===== config.mk =====
export PLATFORM = sky130hd
export DESIGN_NAME = bsc_ctrl
export DESIGN_NICKNAME = d
export VERILOG_FILES = /design/src/rtl/bsc_pkg.sv /design/src/rtl/bsc_ctrl.sv
export SDC_FILE = /design/constraint.sdc
export NUM_CORES = 1
export LEC_CHECK = 0
export ABC_AREA = 1
export BUFFER_PORTS_ARGS = -buffer_cell sky130_fd_sc_hd__buf_4
export CAP_MARGIN = 0
export CORE_MARGIN = 5
export CORE_UTILIZATION = 50
export DETAILED_ROUTE_END_ITERATION = 6
export PLACE_DENSITY = 0.83
export SLEW_MARGIN = 20
export SYNTH_ARGS = -nofsm -noshare
export SYNTH_HDL_FRONTEND = slang
export SYNTH_SLANG_ARGS = --single-unit

===== constraint.sdc =====
create_clock -name clk -period 2.5 [get_ports clk]
set_clock_uncertainty 0.15 [all_clocks]
set_input_delay 0.375 -clock clk [delete_from_list [all_inputs] [get_ports clk]]
set_output_delay 0.375 -clock clk [all_outputs]
set_load 0.02 [all_outputs]

===== src/rtl/bsc_pkg.sv =====
`default_nettype none
package bsc_pkg;

    // Default sizing of the tables
    localparam int MAX_PROCESSES = 16;
    localparam int MAX_RESOURCES = 8;
    localparam int UNIT_WIDTH    = 16;

    // Input item actions
    typedef enum logic [1:0] {
        ACT_LOAD_ENTRY = 2'd0,
        ACT_LOAD_AVAIL = 2'd1,
        ACT_REQUEST    = 2'd2
    } action_t;

    // Result status codes
    typedef enum logic [1:0] {
        ST_GRANTED = 2'd0,
        ST_DENIED  = 2'd1,
        ST_UNSAFE  = 2'd2
    } status_t;

    // Configuration register indexes
    localparam logic CFG_PROCESSES = 1'b0;
    localparam logic CFG_RESOURCES = 1'b1;

    // Controller states
    typedef enum logic [4:0] {
        S_IDLE,
        S_PID,
        S_CHK_RD,
        S_CHK_USE,
        S_CHK_END,
        S_APP_RD,
        S_APP_USE,
        S_SCAN,
        S_FIT_RD,
        S_FIT_USE,
        S_FIT_END,
        S_ADD_RD,
        S_ADD_USE,
        S_NEXT,
        S_RB_RD,
        S_RB_USE,
        S_DENY,
        S_UNSAFE,
        S_EMIT
    } state_t;

    // Controller to datapath commands
    typedef struct packed {
        logic    accept;
        logic    proc_to_pid;
        logic    proc_clr;
        logic    proc_inc;
        logic    res_clr;
        logic    res_inc;
        logic    chk;
        logic    apply;
        logic    fit;
        logic    miss_clr;
        logic    add;
        logic    finish;
        logic    rollback;
        logic    safe_init;
        logic    pass_init;
        logic    emit;
        status_t emit_status;
        logic    req_clr;
    } cmd_t;

    // Datapath to controller status
    typedef struct packed {
        logic start;
        logic pid_bad;
        logic fail;
        logic res_last;
        logic proc_last;
        logic proc_done;
        logic miss;
        logic all_done;
        logic found;
        logic out_free;
    } sts_t;

endpackage
`default_nettype wire


===== src/rtl/bsc_ctrl.sv =====
`default_nettype none
module bsc_ctrl (
    input  wire logic          clk,
    input  wire logic          rst_n,
    input  wire logic          in_valid,
    output logic               in_ready,
    input  wire bsc_pkg::sts_t sts,
    output bsc_pkg::cmd_t      cmd
);

    bsc_pkg::state_t state_reg;
    bsc_pkg::state_t state_next;

    // Hold the state
    always_ff @(posedge clk or negedge rst_n)
    begin
        if (!rst_n)
        begin
            state_reg <= bsc_pkg::S_IDLE;
        end
        else
        begin
            state_reg <= state_next;
        end
    end

    // Sequence the check, apply, safety passes, rollback and result
    always_comb
    begin
        state_next      = state_reg;
        cmd             = '0;
        cmd.emit_status = bsc_pkg::ST_GRANTED;
        in_ready        = 1'b0;
        case (state_reg)
            bsc_pkg::S_IDLE:
            begin
                in_ready   = 1'b1;
                cmd.accept = in_valid;
                if (sts.start)
                begin
                    state_next = bsc_pkg::S_PID;
                end
            end
            bsc_pkg::S_PID:
            begin
                cmd.proc_to_pid = 1'b1;
                cmd.res_clr     = 1'b1;
                state_next      = sts.pid_bad ? bsc_pkg::S_DENY : bsc_pkg::S_CHK_RD;
            end
            bsc_pkg::S_CHK_RD:
            begin
                state_next = bsc_pkg::S_CHK_USE;
            end
            bsc_pkg::S_CHK_USE:
            begin
                cmd.chk = 1'b1;
                if (sts.res_last)
                begin
                    state_next = bsc_pkg::S_CHK_END;
                end
                else
                begin
                    cmd.res_inc = 1'b1;
                    state_next  = bsc_pkg::S_CHK_RD;
                end
            end
            bsc_pkg::S_CHK_END:
            begin
                cmd.res_clr = 1'b1;
                state_next  = sts.fail ? bsc_pkg::S_DENY : bsc_pkg::S_APP_RD;
            end
            bsc_pkg::S_APP_RD:
            begin
                state_next = bsc_pkg::S_APP_USE;
            end
            bsc_pkg::S_APP_USE:
            begin
                cmd.apply = 1'b1;
                if (sts.res_last)
                begin
                    cmd.safe_init = 1'b1;
                    cmd.proc_clr  = 1'b1;
                    state_next    = bsc_pkg::S_SCAN;
                end
                else
                begin
                    cmd.res_inc = 1'b1;
                    state_next  = bsc_pkg::S_APP_RD;
                end
            end
            bsc_pkg::S_SCAN:
            begin
                cmd.res_clr  = 1'b1;
                cmd.miss_clr = 1'b1;
                state_next   = sts.proc_done ? bsc_pkg::S_NEXT : bsc_pkg::S_FIT_RD;
            end
            bsc_pkg::S_FIT_RD:
            begin
                state_next = bsc_pkg::S_FIT_USE;
            end
            bsc_pkg::S_FIT_USE:
            begin
                cmd.fit = 1'b1;
                if (sts.res_last)
                begin
                    state_next = bsc_pkg::S_FIT_END;
                end
                else
                begin
                    cmd.res_inc = 1'b1;
                    state_next  = bsc_pkg::S_FIT_RD;
                end
            end
            bsc_pkg::S_FIT_END:
            begin
                cmd.res_clr = 1'b1;
                state_next  = sts.miss ? bsc_pkg::S_NEXT : bsc_pkg::S_ADD_RD;
            end
            bsc_pkg::S_ADD_RD:
            begin
                state_next = bsc_pkg::S_ADD_USE;
            end
            bsc_pkg::S_ADD_USE:
            begin
                cmd.add = 1'b1;
                if (sts.res_last)
                begin
                    cmd.finish = 1'b1;
                    state_next = bsc_pkg::S_NEXT;
                end
                else
                begin
                    cmd.res_inc = 1'b1;
                    state_next  = bsc_pkg::S_ADD_RD;
                end
            end
            bsc_pkg::S_NEXT:
            begin
                if (!sts.proc_last)
                begin
                    cmd.proc_inc = 1'b1;
                    state_next   = bsc_pkg::S_SCAN;
                end
                else if (sts.all_done)
                begin
                    cmd.proc_clr = 1'b1;
                    state_next   = bsc_pkg::S_EMIT;
                end
                else if (!sts.found)
                begin
                    cmd.proc_to_pid = 1'b1;
                    cmd.res_clr     = 1'b1;
                    state_next      = bsc_pkg::S_RB_RD;
                end
                else
                begin
                    cmd.pass_init = 1'b1;
                    cmd.proc_clr  = 1'b1;
                    state_next    = bsc_pkg::S_SCAN;
                end
            end
            bsc_pkg::S_RB_RD:
            begin
                state_next = bsc_pkg::S_RB_USE;
            end
            bsc_pkg::S_RB_USE:
            begin
                cmd.rollback = 1'b1;
                if (sts.res_last)
                begin
                    state_next = bsc_pkg::S_UNSAFE;
                end
                else
                begin
                    cmd.res_inc = 1'b1;
                    state_next  = bsc_pkg::S_RB_RD;
                end
            end
            bsc_pkg::S_DENY:
            begin
                if (sts.out_free)
                begin
                    cmd.emit        = 1'b1;
                    cmd.emit_status = bsc_pkg::ST_DENIED;
                    cmd.req_clr     = 1'b1;
                    state_next      = bsc_pkg::S_IDLE;
                end
            end
            bsc_pkg::S_UNSAFE:
            begin
                if (sts.out_free)
                begin
                    cmd.emit        = 1'b1;
                    cmd.emit_status = bsc_pkg::ST_UNSAFE;
                    cmd.req_clr     = 1'b1;
                    state_next      = bsc_pkg::S_IDLE;
                end
            end
            bsc_pkg::S_EMIT:
            begin
                if (sts.out_free)
                begin
                    cmd.emit = 1'b1;
                    if (sts.proc_last)
                    begin
                        cmd.req_clr = 1'b1;
                        state_next  = bsc_pkg::S_IDLE;
                    end
                    else
                    begin
                        cmd.proc_inc = 1'b1;
                    end
                end
            end
            default:
            begin
                state_next = bsc_pkg::S_IDLE;
            end
        endcase
    end

endmodule
`default_nettype wire


After elaboration in Yosys (flattened, before gate mapping)

Cells that the tools add are included.

Equality and inequality tests: 22
Mux-type cells: 52
Reductions and logical operators: 5

Operator list:

| cell                                                             | number |
|---|---|
| 5-bit case mux with 18 select lines                              | 1 |
| 5-bit two-way mux                                                | 9 |
| 5-bit by 4-bit == test with 1-bit output (second input constant) | 8 |
| 1-bit two-way mux                                                | 24 |
| 5-bit by 3-bit == test with 1-bit output (second input constant) | 4 |
| 5-bit == test (second input constant)                            | 3 |
| 3-bit two-way mux                                                | 4 |
| 4-bit two-way mux                                                | 3 |
| 5-bit by 2-bit == test with 1-bit output (second input constant) | 2 |
| 2-bit two-way mux                                                | 4 |
| 1-bit case mux with 2 select lines                               | 4 |
| 2-bit != test (second input constant)                            | 3 |
| 1-bit case mux with 3 select lines                               | 2 |
| 5-bit by 1-bit == test with 1-bit output (second input constant) | 1 |
| 5-bit logical NOT                                                | 1 |
| 5-bit OR reduction                                               | 1 |
| 2-bit case mux with 2 select lines                               | 1 |
| 4-bit AND reduction                                              | 1 |
| 4-bit OR reduction                                               | 1 |
| 2-bit by 1-bit != test with 1-bit output (second input constant) | 1 |
| 2-bit OR reduction                                               | 1 |

Bits in registers: 5
Bits of input ports: 13

Logic depth before layout (Yosys ltp)

Depth in word-level cells: 4
Gate-level depth with buffers: 9
Mapped depth without buffers: 9

Least setup slack after synthesis

OpenSTA, ideal clock, no wires.

Kind: register -> output
Start point: register state_reg[1]
End point: output port cmd[16] (netlist name)
Arrival: 1427 ps
Setup slack: 548 ps
Cell stages (with the launch flop): 6
Cells stage by stage: dfrtp_1 inv_2 nand2_2 nor2_4 nand2_1 o32ai_1

RTL lines:

| item                   | line           | text |
|---|---|---|
| from (decl)            | bsc_ctrl.sv:11 | `bsc_pkg::state_t state_reg;` |
| from (signal assigned) | bsc_ctrl.sv:19 | `state_reg <= bsc_pkg::S_IDLE;` |
| from (signal assigned) | bsc_ctrl.sv:23 | `state_reg <= state_next;` |
| to (decl)              | bsc_ctrl.sv:8  | `output bsc_pkg::cmd_t cmd` |

==> results.cfg <==
[cts]
cts_tree = yes
insertion_delay_ps = 260
postCtsSetupRepairBufs = 0
postCtsHoldBufs = 1
h-tree-depth = 1
clockBufferDepth = 2
cts.sinks = 5
clk_pin_slew_ps = 50
cts_buffers = 3
cts-resized-gates = 0
clock-root-buffer = clkbuf_4

[layout]
area_delta_synth_final_pct = 35.4
finalNonFillerCells = 186
largest_reg_flops = 5
fin_nets = 184
drive_above_1_share = 0.341
num-fill-cells = 138
diodes = 0

[critical_path]
worstPathMaxFanout = 9
r2r_start = state_reg[0]
critPathTopFamily = flip-flops
critPathKind = reg2out
crit_path_start_kind = flip-flop
worstSetupPathDepth = 5
cp_data_required_time_ps = 1980
slowest_stage = dfrtp_1
max_stage_delay_ps = 640
cp-end-kind = output pin
reg2reg_depth = 8
critPathBufInv = 1
crit_chain = nand2_2, nor2_4, nand2_1, o32ai_1, buf_4
crit_arrival_ps = 1770
cp-startpoint = state_reg[0]

[synthesis]
synth.ff_latch_count = 5
seq_area_frac_synth = 0.162
synth_top_cell_by_area = dfrtp_1
ys_types = 21
avgSynthCellArea_um2 = 5.74
synth_top_area_share = 0.162
synthCells = 135
synth_nets = 148
ys_top_cells_by_area = dfrtp_1 16%, nand2_1 15%, nand3_1 12%
ys_warn_count = 0
synth_area_um2 = 774

[detailed_routing]
viasPerCell = 5.33
drc = 0
vias = 991
wire_per_inst_um = 13.0
drt_iter0_drc = 53
drtAntennaViolNets = 0
wirelength_mm = 2.42
dr.pass1.iters = 4

[timing]
timing.fmax_ghz = 0.435
tightestPinTransition_ps = 481
period_minus_slack_ps = 2300
slew_headroom = 0.679
final_max_slew_viol_count = 0
rsz0062_at_grt = false
setup_viol = 0
hold_viol = 0
holdWs_ps = 208
finalCritPeriodShare = 0.920
setup_tns_ps = 0

[power_and_ir_drop]
p_leak_nw = 0.629
peakVddDrop_mv = 0.541
power_density_mw_per_mm2 = 960

[run]
cap_viol_max_count = 0

[global_routing]
grt_pass1_vias = 925
grt_overflow = 0
grt_use_total = 0.207
grt_antenna_before_repair = 0
grt_max_degree = 11
grt_pass1_wl_mm = 4.11

[min_path]
min_path_type = in2reg
min_path_cells = 3
hold_start = sts[7]

[floorplan]
ios = 33
die_w_um = 49.4
initial_utilization = 0.520
core_area_mm2 = 0.00149
fp-row-count = 14
die_h_um = 49.4
die_area_mm2 = 0.00244

[placed_design]
dp_hpwl_mm = 2.00
gp_congestion = 0.933
placed_cells = 181
port_buffers = 32

[outcome]
status = finished, final reports clean
[tightest hold or removal path: cells and delay by family]
kind	cells	cell delay [ps]
buffers and inverters	1	90
and+or+nand+nor	2	110
[stage by stage]
stage	power, mW	utilization	area [um^2]	setup slack, ps
2_1_floorplan	0.701	-	774	548
3_3_place_gp	0.883	0.680	1010	514
3_5_place_dp	0.893	0.680	1010	499
4_1_cts	1.00	0.704	1050	213
5_1_grt	1.08	0.704	1050	135
6_report	1.01	0.704	1050	201
[layer usage]
layer / global-route usage / up-vias / part of all wire
li1: - / 495 / -
met1: 0.282 / 435 / 0.41
met2: 0.328 / 57 / 0.48
met3: 0.0489 / 4 / 0.093
met4: 0.0448 / 0 / 0.0099
met5: 0 / - / 0
[area by class of cell]
class | count | area (um^2) | area share
multi-input cells | 101 | 522 | 0.498
flip-flops and latches | 5 | 125 | 0.119
inverters | 27 | 105 | 0.100
well taps | 16 | 20.0 | 0.0191
repair buffers | 33 | 250 | 0.239
clock buffers | 4 | 26.3 | 0.0251
[placed cells by master, fill, tap and decap left out]
cell type,instances
nor2_1,20
nand3_2,4
inv_4,1
nor2_8,1
o32ai_1,1
inv_2,5
clkbuf_1,1
dfrtp_1,5
nand4_1,5
nor2_2,3
buf_4,32
dlygate4sd3_1,1
clkbuf_4,3
nor2_4,4
o21ai_0,1
nor3_1,6
nand3_1,18
nand2_2,4
inv_1,19
clkinv_1,1
nand2_1,30
a21oi_1,2
clkinv_2,1
o21ai_1,2
[power by group]
part / internal (mW) / switching [mW]
logic: 0.253 / 0.446
clock network: 0.0612 / 0.0466
registers: 0.113 / 0.0856
[synthesized netlist by cell type]
master,count
nand2_1,30
nand2_2,4
nand3_1,18
nor2_2,3
nor2_4,4
nor2_1,20
dfrtp_1,5
nand4_1,5
clkinv_1,1
o21ai_0,1
buf_6,2
a21oi_1,2
nor3_1,6
nand3_2,4
inv_1,19
nor2_8,1
inv_4,1
o32ai_1,1
clkinv_2,1
inv_2,5
o21ai_1,2
[final timing paths]
kind	end	slack, ps
max	cmd[16]	200
min	state_reg[4]	210
max reg2reg	state_reg[0]	870
min reg2reg	state_reg[1]	520
max in group asynchronous	state_reg[4]	1790
min in group asynchronous	state_reg[1]	300
[cell families (layout without fill, tap and decap cells)]
logic type             after synthesis  in the layout  share of synthesized area
AOI/OAI and AO/OA                    6              6                     0.0436
buffers and inverters               29             64                      0.165
DFF                                  5              5                      0.162
and+or+nand+nor                     95             95                      0.630
(Power assumes the default switching activity.)
